===== src/hdl/ptf_pkg.sv =====
`timescale 1ns / 1ps
`default_nettype none

package ptf_pkg;

  localparam int unsigned RingLen = 5;

  localparam logic [7:0] CountTop     = 8'd180;
  localparam logic [7:0] CountWrap    = 8'd6;
  localparam logic [7:0] CountBase    = 8'd5;
  localparam logic [7:0] CountWarm    = 8'd35;
  localparam logic [7:0] CountHour1   = 8'd60;
  localparam logic [7:0] CountHour15  = 8'd95;
  localparam logic [7:0] CountTwoHour = 8'd120;
  localparam logic [7:0] CountHour25  = 8'd155;

  localparam logic [2:0] ClsStable   = 3'd0;
  localparam logic [2:0] ClsSlowRise = 3'd1;
  localparam logic [2:0] ClsSlowFall = 3'd2;
  localparam logic [2:0] ClsFastRise = 3'd3;
  localparam logic [2:0] ClsFastFall = 3'd4;
  localparam logic [2:0] ClsUnknown  = 3'd5;

  localparam logic CfgFast = 1'b0;
  localparam logic CfgSlow = 1'b1;

  localparam logic [15:0] CfgFastReset = 16'd250;
  localparam logic [15:0] CfgSlowReset = 16'd50;

  // floor(x / 5) == (x * 838861) >> 22 for any five-sample sum
  localparam logic [19:0] MeanMul   = 20'd838861;
  localparam int unsigned MeanShift = 22;

  // ceil(2^21 / d), exact truncation for magnitudes below 2^18
  localparam int unsigned RecipShift   = 21;
  localparam logic [21:0] RecipOne     = 22'd2097152;
  localparam logic [21:0] RecipHalf    = 22'd1048576;
  localparam logic [21:0] RecipQuarter = 22'd524288;
  localparam logic [21:0] RecipThird   = 22'd699051;
  localparam logic [21:0] RecipFifth   = 22'd419431;
  localparam logic [21:0] RecipSeventh = 22'd299594;

  typedef struct packed {
    logic acc;
    logic ld2;
    logic ld3;
    logic ldo;
  } pipe_en_t;

  typedef struct packed {
    logic [7:0]  cnt;
    logic [19:0] sum;
  } sum_beat_t;

  typedef struct packed {
    logic [7:0]  cnt;
    logic [16:0] mean;
  } mean_beat_t;

  typedef struct packed {
    logic        upd;
    logic        neg;
    logic        warm;
    logic [39:0] prod;
  } scale_beat_t;

  typedef struct packed {
    logic        hit;
    logic        dbl;
    logic [21:0] recip;
  } scale_sel_t;

  function automatic scale_sel_t scale_sel(input logic [7:0] cnt, input logic first);
    scale_sel_t s;
    s     = '0;
    s.hit = 1'b1;
    case (cnt)
      CountWarm: begin
        s.dbl   = 1'b1;
        s.recip = first ? RecipOne : RecipThird;
      end
      CountHour1: begin
        s.recip = first ? RecipOne : RecipHalf;
      end
      CountHour15: begin
        s.dbl   = 1'b1;
        s.recip = first ? RecipThird : RecipFifth;
      end
      CountTwoHour: begin
        s.recip = first ? RecipHalf : RecipThird;
      end
      CountHour25: begin
        s.dbl   = 1'b1;
        s.recip = first ? RecipFifth : RecipSeventh;
      end
      CountTop: begin
        s.recip = first ? RecipThird : RecipQuarter;
      end
      default: begin
        s.hit = 1'b0;
      end
    endcase
    return s;
  endfunction

endpackage

`default_nettype wire


===== src/hdl/ptf_front.sv =====
`timescale 1ns / 1ps
`default_nettype none

module ptf_front import ptf_pkg::*; (
  input  wire logic        clk_i,
  input  wire logic        rst_ni,
  input  wire pipe_en_t    en_i,
  input  wire logic [16:0] pressure_pa_i,
  output mean_beat_t       mean_o
);

  logic [16:0] ring_q [RingLen];
  logic [2:0]  slot_q, slot_d;
  logic [7:0]  cnt_q, cnt_d;
  logic [19:0] run_sum_q, sum_d;
  sum_beat_t   s1_q;
  mean_beat_t  s2_q;
  logic [39:0] mean_prod;

  // running sum: drop the slot being overwritten, add the new sample
  always_comb begin
    sum_d  = run_sum_q - 20'(ring_q[slot_q]) + 20'(pressure_pa_i);
    cnt_d  = (cnt_q == CountTop) ? CountWrap : cnt_q + 8'd1;
    slot_d = (slot_q == 3'(RingLen - 1)) ? 3'd0 : slot_q + 3'd1;
  end

  assign mean_prod = 40'(s1_q.sum) * 40'(MeanMul);

  always_ff @(posedge clk_i or negedge rst_ni) begin
    if (!rst_ni) begin
      for (int i = 0; i < RingLen; i++) begin
        ring_q[i] <= '0;
      end
      slot_q    <= '0;
      cnt_q     <= '0;
      run_sum_q <= '0;
    end else if (en_i.acc) begin
      ring_q[slot_q] <= pressure_pa_i;
      slot_q         <= slot_d;
      cnt_q          <= cnt_d;
      run_sum_q      <= sum_d;
    end
  end

  always_ff @(posedge clk_i) begin
    if (en_i.acc) begin
      s1_q.cnt <= cnt_d;
      s1_q.sum <= sum_d;
    end
    if (en_i.ld2) begin
      s2_q.cnt  <= s1_q.cnt;
      s2_q.mean <= mean_prod[MeanShift +: 17];
    end
  end

  assign mean_o = s2_q;

endmodule

`default_nettype wire


===== src/hdl/ptf_scale.sv =====
`timescale 1ns / 1ps
`default_nettype none

module ptf_scale import ptf_pkg::*; (
  input  wire logic       clk_i,
  input  wire logic       rst_ni,
  input  wire pipe_en_t   en_i,
  input  wire mean_beat_t mean_i,
  output scale_beat_t     scale_o
);

  logic [16:0]       base_q;
  logic [16:0]       two_hour_q;
  logic              first_q;
  scale_sel_t        sel;
  logic signed [17:0] change;
  logic [16:0]       abs_change;
  logic [17:0]       mag;
  logic [39:0]       prod;
  scale_beat_t       s3_q;

  always_comb begin
    sel        = scale_sel(mean_i.cnt, first_q);
    change     = $signed({1'b0, mean_i.mean}) - $signed({1'b0, base_q});
    abs_change = change[17] ? 17'(-change) : change[16:0];
    mag        = sel.dbl ? {abs_change, 1'b0} : {1'b0, abs_change};
    prod       = 40'(mag) * 40'(sel.recip);
  end

  always_ff @(posedge clk_i or negedge rst_ni) begin
    if (!rst_ni) begin
      base_q     <= '0;
      two_hour_q <= '0;
      first_q    <= 1'b1;
    end else if (en_i.ld3) begin
      if (mean_i.cnt == CountBase) begin
        base_q <= mean_i.mean;
      end
      if (mean_i.cnt == CountTwoHour) begin
        two_hour_q <= mean_i.mean;
      end
      if (mean_i.cnt == CountTop) begin
        base_q  <= two_hour_q;
        first_q <= 1'b0;
      end
    end
  end

  always_ff @(posedge clk_i) begin
    if (en_i.ld3) begin
      s3_q.upd  <= sel.hit;
      s3_q.neg  <= change[17];
      s3_q.warm <= (mean_i.cnt < CountWarm) && first_q;
      s3_q.prod <= prod;
    end
  end

  assign scale_o = s3_q;

endmodule

`default_nettype wire


===== src/hdl/ptf_class.sv =====
`timescale 1ns / 1ps
`default_nettype none

module ptf_class import ptf_pkg::*; (
  input  wire logic        clk_i,
  input  wire logic        rst_ni,
  input  wire pipe_en_t    en_i,
  input  wire scale_beat_t scale_i,
  input  wire logic [15:0] fast_i,
  input  wire logic [15:0] slow_i,
  output logic [2:0]       weather_class_o,
  output logic signed [18:0] pressure_trend_o
);

  logic signed [18:0] trend_q, trend_d, trend_new;
  logic [17:0]        quot;
  logic signed [19:0] t, f_pos, f_neg, s_pos, s_neg;
  logic [2:0]         wclass;
  logic [2:0]         wclass_q;
  logic signed [18:0] trend_out_q;

  always_comb begin
    quot      = scale_i.prod[RecipShift +: 18];
    trend_new = scale_i.neg ? -$signed(19'(quot)) : $signed(19'(quot));
    trend_d   = scale_i.upd ? trend_new : trend_q;

    t     = 20'(trend_d);
    f_pos = $signed({4'b0, fast_i});
    f_neg = -f_pos;
    s_pos = $signed({4'b0, slow_i});
    s_neg = -s_pos;

    if (scale_i.warm) begin
      wclass = ClsUnknown;
    end else if (t < f_neg) begin
      wclass = ClsFastFall;
    end else if (t > f_pos) begin
      wclass = ClsFastRise;
    end else if (t > f_neg && t < s_neg) begin
      wclass = ClsSlowFall;
    end else if (t > s_pos && t < f_pos) begin
      wclass = ClsSlowRise;
    end else if (t > s_neg && t < s_pos) begin
      wclass = ClsStable;
    end else begin
      wclass = ClsUnknown;
    end
  end

  always_ff @(posedge clk_i or negedge rst_ni) begin
    if (!rst_ni) begin
      trend_q <= '0;
    end else if (en_i.ldo) begin
      trend_q <= trend_d;
    end
  end

  always_ff @(posedge clk_i) begin
    if (en_i.ldo) begin
      wclass_q    <= wclass;
      trend_out_q <= trend_d;
    end
  end

  assign weather_class_o  = wclass_q;
  assign pressure_trend_o = trend_out_q;

endmodule

`default_nettype wire


===== src/hdl/pressure_trend_forecaster.sv =====
`timescale 1ns / 1ps
`default_nettype none

// Barometric trend forecaster, one pressure sample per beat (nominally one a minute).
// A five-sample running mean is tracked against a base average over a three-hour
// window, and at minutes 35, 60, 95, 120, 155 and 180 the trend in Pa per hour is
// refreshed; every sample returns a forecast class with the current trend. The
// pipeline is four registers deep (running sum, mean multiply, reciprocal scaling,
// classification into the output register) and takes a new sample every cycle unless
// the output stalls; the output register alone sets backpressure. Thresholds are to be
// written on the cfg port only while idle, which the block does not enforce; they reset
// to 250 (fast) and 50 (slow). Class 5 is reported for the first 34 samples after reset.

module pressure_trend_forecaster import ptf_pkg::*; (
  input  wire logic        clk_i,
  input  wire logic        rst_ni,
  input  wire logic        in_valid_i,
  output logic             in_ready_o,
  input  wire logic [16:0] pressure_pa_i,
  output logic             out_valid_o,
  input  wire logic        out_ready_i,
  output logic [2:0]       weather_class_o,
  output logic signed [18:0] pressure_trend_o,
  input  wire logic        cfg_we_i,
  input  wire logic        cfg_idx_i,
  input  wire logic [15:0] cfg_data_i
);

  logic        v1_q, v2_q, v3_q, vo_q;
  logic        en2, en3, en_out;
  pipe_en_t    en;
  logic [15:0] fast_q, slow_q;
  mean_beat_t  mean_beat;
  scale_beat_t scale_beat;

  // a stage moves when it is empty or its successor moves
  always_comb begin
    en_out  = !vo_q || out_ready_i;
    en3     = !v3_q || en_out;
    en2     = !v2_q || en3;
    in_ready_o = !v1_q || en2;
    en.acc  = in_valid_i && in_ready_o;
    en.ld2  = v1_q && en2;
    en.ld3  = v2_q && en3;
    en.ldo  = v3_q && en_out;
  end

  always_ff @(posedge clk_i or negedge rst_ni) begin
    if (!rst_ni) begin
      v1_q <= 1'b0;
      v2_q <= 1'b0;
      v3_q <= 1'b0;
      vo_q <= 1'b0;
    end else begin
      v1_q <= en.acc || (v1_q && !en2);
      v2_q <= en.ld2 || (v2_q && !en3);
      v3_q <= en.ld3 || (v3_q && !en_out);
      vo_q <= en.ldo || (vo_q && !out_ready_i);
    end
  end

  always_ff @(posedge clk_i or negedge rst_ni) begin
    if (!rst_ni) begin
      fast_q <= CfgFastReset;
      slow_q <= CfgSlowReset;
    end else if (cfg_we_i) begin
      case (cfg_idx_i)
        CfgFast: fast_q <= cfg_data_i;
        CfgSlow: slow_q <= cfg_data_i;
        default: ;
      endcase
    end
  end

  ptf_front u_front (
    .clk_i        (clk_i),
    .rst_ni       (rst_ni),
    .en_i         (en),
    .pressure_pa_i(pressure_pa_i),
    .mean_o       (mean_beat)
  );

  ptf_scale u_scale (
    .clk_i  (clk_i),
    .rst_ni (rst_ni),
    .en_i   (en),
    .mean_i (mean_beat),
    .scale_o(scale_beat)
  );

  ptf_class u_class (
    .clk_i           (clk_i),
    .rst_ni          (rst_ni),
    .en_i            (en),
    .scale_i         (scale_beat),
    .fast_i          (fast_q),
    .slow_i          (slow_q),
    .weather_class_o (weather_class_o),
    .pressure_trend_o(pressure_trend_o)
  );

  assign out_valid_o = vo_q;

endmodule

`default_nettype wire


===== config.mk =====
export PLATFORM = sky130hd
export DESIGN_NAME = pressure_trend_forecaster
export DESIGN_NICKNAME = d
export VERILOG_FILES = /design/src/hdl/ptf_pkg.sv /design/src/hdl/ptf_front.sv /design/src/hdl/ptf_scale.sv /design/src/hdl/ptf_class.sv /design/src/hdl/pressure_trend_forecaster.sv
export SDC_FILE = /design/constraint.sdc
export NUM_CORES = 2
export LEC_CHECK = 0
export BUFFER_PORTS_ARGS = -buffer_cell sky130_fd_sc_hd__buf_2
export CAP_MARGIN = 10
export CORE_ASPECT_RATIO = 1.4
export CORE_MARGIN = 10
export CORE_UTILIZATION = 50
export CTS_CLUSTER_SIZE = 14
export DETAILED_ROUTE_END_ITERATION = 10
export PLACE_DENSITY = 0.75
export SYNTH_ARGS = -nofsm -noshare
export SYNTH_HDL_FRONTEND = slang
export SYNTH_SLANG_ARGS = --single-unit

===== constraint.sdc =====
create_clock -name clk_i -period 8.74 [get_ports clk_i]
set_input_delay 0.437 -clock clk_i [delete_from_list [all_inputs] [get_ports clk_i]]
set_output_delay 0.437 -clock clk_i [all_outputs]
set_load 0.01 [all_outputs]

==> key figures <==
Timing
  – Crit path time final: around 9100 ps
  – Max Clock Freq: 110 MHz
  – Slew @ Worst Pin: between 1000 and 1500 ps
  – Max Slew Vio Count: 0
  – Final Hold Fails: 0
  – # setup viols final: 11
  – Clock Skew: around 30 ps
  – Setup tns final: -2300 ps
  – RSZ-0062 raised after global routing: true
  – Final worst slack: -390 ps
  – Max transition margin: 25.3%
  – Period utilization: 104%

Critical path
  – Highest-delay cell along the critical path: fa_2
  – Critical path class: reg2reg
  – Critical Path AT: ~9400 ps
  – Worst R2R Start: u_scale.base_q[0]
  – Required @ worst endpoint: roughly 9000 ps
  – Critical Path Start Type: register
  – Worst Setup SP: u_scale.base_q[0]
  – Critical-path maximum fanout: 5
  – Critical Path Sink Type: register
  – Most numerous cell on the critical path: fa_1
  – Slowest stage delay, CP: ~560 ps

Global routing
  – Largest net degree at the start of global routing: 83
  – Vias in the first global route: 27584
  – Initial antenna violation count: 0
  – First-pass GRT wire length: between 100000 and 150000 um
  – GRT overflow: 0
  – GRT Total Usage: between 20% and 30%

Placement
  – DP HPWL: between 70000 and 80000 um
  – Placed instance area: 38400 um^2
  – Gpl congestion: 1.02
  – I/O Buffers: 62

Status
  – Failing checks: setup timing
  – Status: finished with violations

Synthesis
  – Syn Area/Cell: 9.83 um^2
  – Top cell type's share of synthesized area: approximately a quarter
  – Number of synthesized flops with an enable pin: 96
  – Yosys cell types: 96
  – Cell Area, Synth: 34900 um^2
  – Ys flop type: dfrtp_1
  – Syn. warnings: 0
  – Synthesized instance count: roughly 3500
  – Yosys top cell by area: fa_1
  – Post-synthesis register bit count: around 300
  – Most frequent cell after synthesis: inv_1
  – Main area contributors after synthesis: fa_1 24%, ha_1 16%, dfrtp_1 14%
  – Seq/Total Area, Yosys: 23.1%
  – Most frequent cells after synthesis: 812 x inv_1, 452 x ha_1, 420 x fa_1
  – Async S/R FF share, synth: 68.2%

Layout
  – Post-layout nets: 4803
  – Area Growth Syn to Fin: 14.9%
  – Share of cells above drive strength 1: ~18%
  – Fin area: around 40000 um^2

CTS
  – Clk root buf: clkbuf_16
  – CTS Buf Count: 35
  – CTS tree: done
  – H-tree Lvls: 2
  – Clock Pin Slew Worst Setup and Hold Paths: ~60 ps
  – Max Root-Sink Buffers: 3
  – Clock Latency Late Sink: 570 ps
  – Clk sink count: 302

Detailed routing
  – Via density: around 5.3
  – Final wirelength: ~88000 um
  – Drt drc: 0
  – Routed Antenna Nets: 0
  – Initial DRC count: roughly 1200
  – WL per Instance: ~18 um
  – TritonRoute pass-1 iters: 4
  – Vias: approximately 26000

Min path
  – Worst Min Path Start: cfg_data_i[13]
  – Path type of the worst min-delay path: in2reg

Flow run
  – Max Cap Viol: 0

Die
  – Row cnt: 114
  – Starting Density: 50.4%
  – Num ports: between 60 and 70
  – Core footprint: around 70000 um^2
  – Die Wd: 243 um
  – Die area: 80900 um^2
  – Die H: 333 um
-- cell families after synthesis --
kind of cell    synth area share [%]
buf+inv                         9.61
fa+ha+maj                       40.3
simple gates                    10.0
compound gates                  8.35
flops                           23.1
mux                             5.46
xor+xnor                        3.13
other cells                   0.0215
-- area by class of cell --
type,count,area [um^2]
well taps,928,1160
inverters,814,3060
repair buffers,378,2750
clock inverters,17,170
multi-input cells,2361,23900
fillers,5738,29100
flip-flops and latches,302,8050
diodes,1,2.50
clock buffers,46,957
-- worst max-delay path: cells and delay by family, from the launching register on --
kind	cells	cell delay, ps
buf+inv	8	790
compound gates	14	2540
fa+ha+maj	10	4250
xor+xnor	1	80
flops	1	420
simple gates	5	790
-- state kept, by name (all words and copies together), names as in the netlist, 8 cells and up --
| name | count |
|---|---|
| u_scale.two_hour_q | 17 |
| u_front.run_sum_q | 20 |
| u_class.pressure_trend_o | 19 |
| u_front.mean_o | 25 |
| fast_q | 16 |
| u_scale.scale_o | 21 |
| u_front.s1_q | 28 |
| u_scale.base_q | 17 |
| u_class.trend_q | 19 |
| u_front.cnt_q | 8 |
| slow_q | 16 |
| u_front.ring_q | 85 |
-- final timing paths --
kind | endpoint | slack, ps | cells past startpoint
max in group asynchronous | u_class.trend_q[5] | 6890 | 3
worst min-delay path | fast_q[13] | 110 | 3
worst max-delay path | u_scale.scale_o[38] | -390 | 38
min in group asynchronous | u_front.ring_q[69] | 480 | 2
worst max register to register | u_scale.scale_o[38] | -390 | 38
worst min register to register | u_front.mean_o[19] | 420 | 0
-- cells in the final DEF (no fill, tap or decap), types with 10 or more instances in the layout --
master	Yosys	routed
edfxtp_1	96	96
a31oi_1	12	12
buf_4	1	304
nand2b_1	42	41
nand2_1	279	274
nor3_1	28	26
mux2i_1	27	27
o21ai_1	10	13
o21ai_0	169	162
fa_1	420	413
clkbuf_16	0	35
nor4_1	17	12
mux4_2	17	17
xnor2_1	73	71
a21oi_1	86	79
mux2_2	109	109
nor2_1	204	195
ha_1	452	441
dfrtp_1	196	196
and3_1	17	16
nand3_1	36	35
dfstp_2	10	10
o21a_1	20	20
nand4_1	25	25
buf_2	5	61
a21o_1	50	50
inv_1	812	796
o211ai_1	15	15
or2_2	13	11
xor2_1	48	48
or3_1	10	10
inv_2	2	18
and2_1	17	16
nor2b_1	25	23
-- per-stage QoR --
stage / hold WS, ps / util [%] / cells / setup WS (ps)
global placement: 401 / 55.6 / 4761 / -547
global route: 113 / 57.9 / 4846 / -785
floorplan: 141 / - / 3553 / -181
finish: 114 / 57.9 / 4847 / -390
CTS: 99.1 / 57.5 / 4836 / -419
detailed placement: 405 / 55.6 / 4761 / -635
-- what timing repair did --
item	CTS	global route
hold endpoints to repair	80	0
cloned	0	0
pin swaps	51	31
buffers inserted	11	12
resized for setup	37	53
hold buffers	1	0
setup endpoints to repair	13	15
-- layer usage --
metal	up-vias	track usage [%]	wire length (um)
li1	12103	-	-
met1	12653	22.7	32000
met2	554	41.1	46900
met3	272	2.68	3060
met4	0	13.8	6080
met5	-	0	0
Power is left out: the tool's default activity adds up to more than one toggle a clock period on the data nets, which glitch-free logic cannot reach.
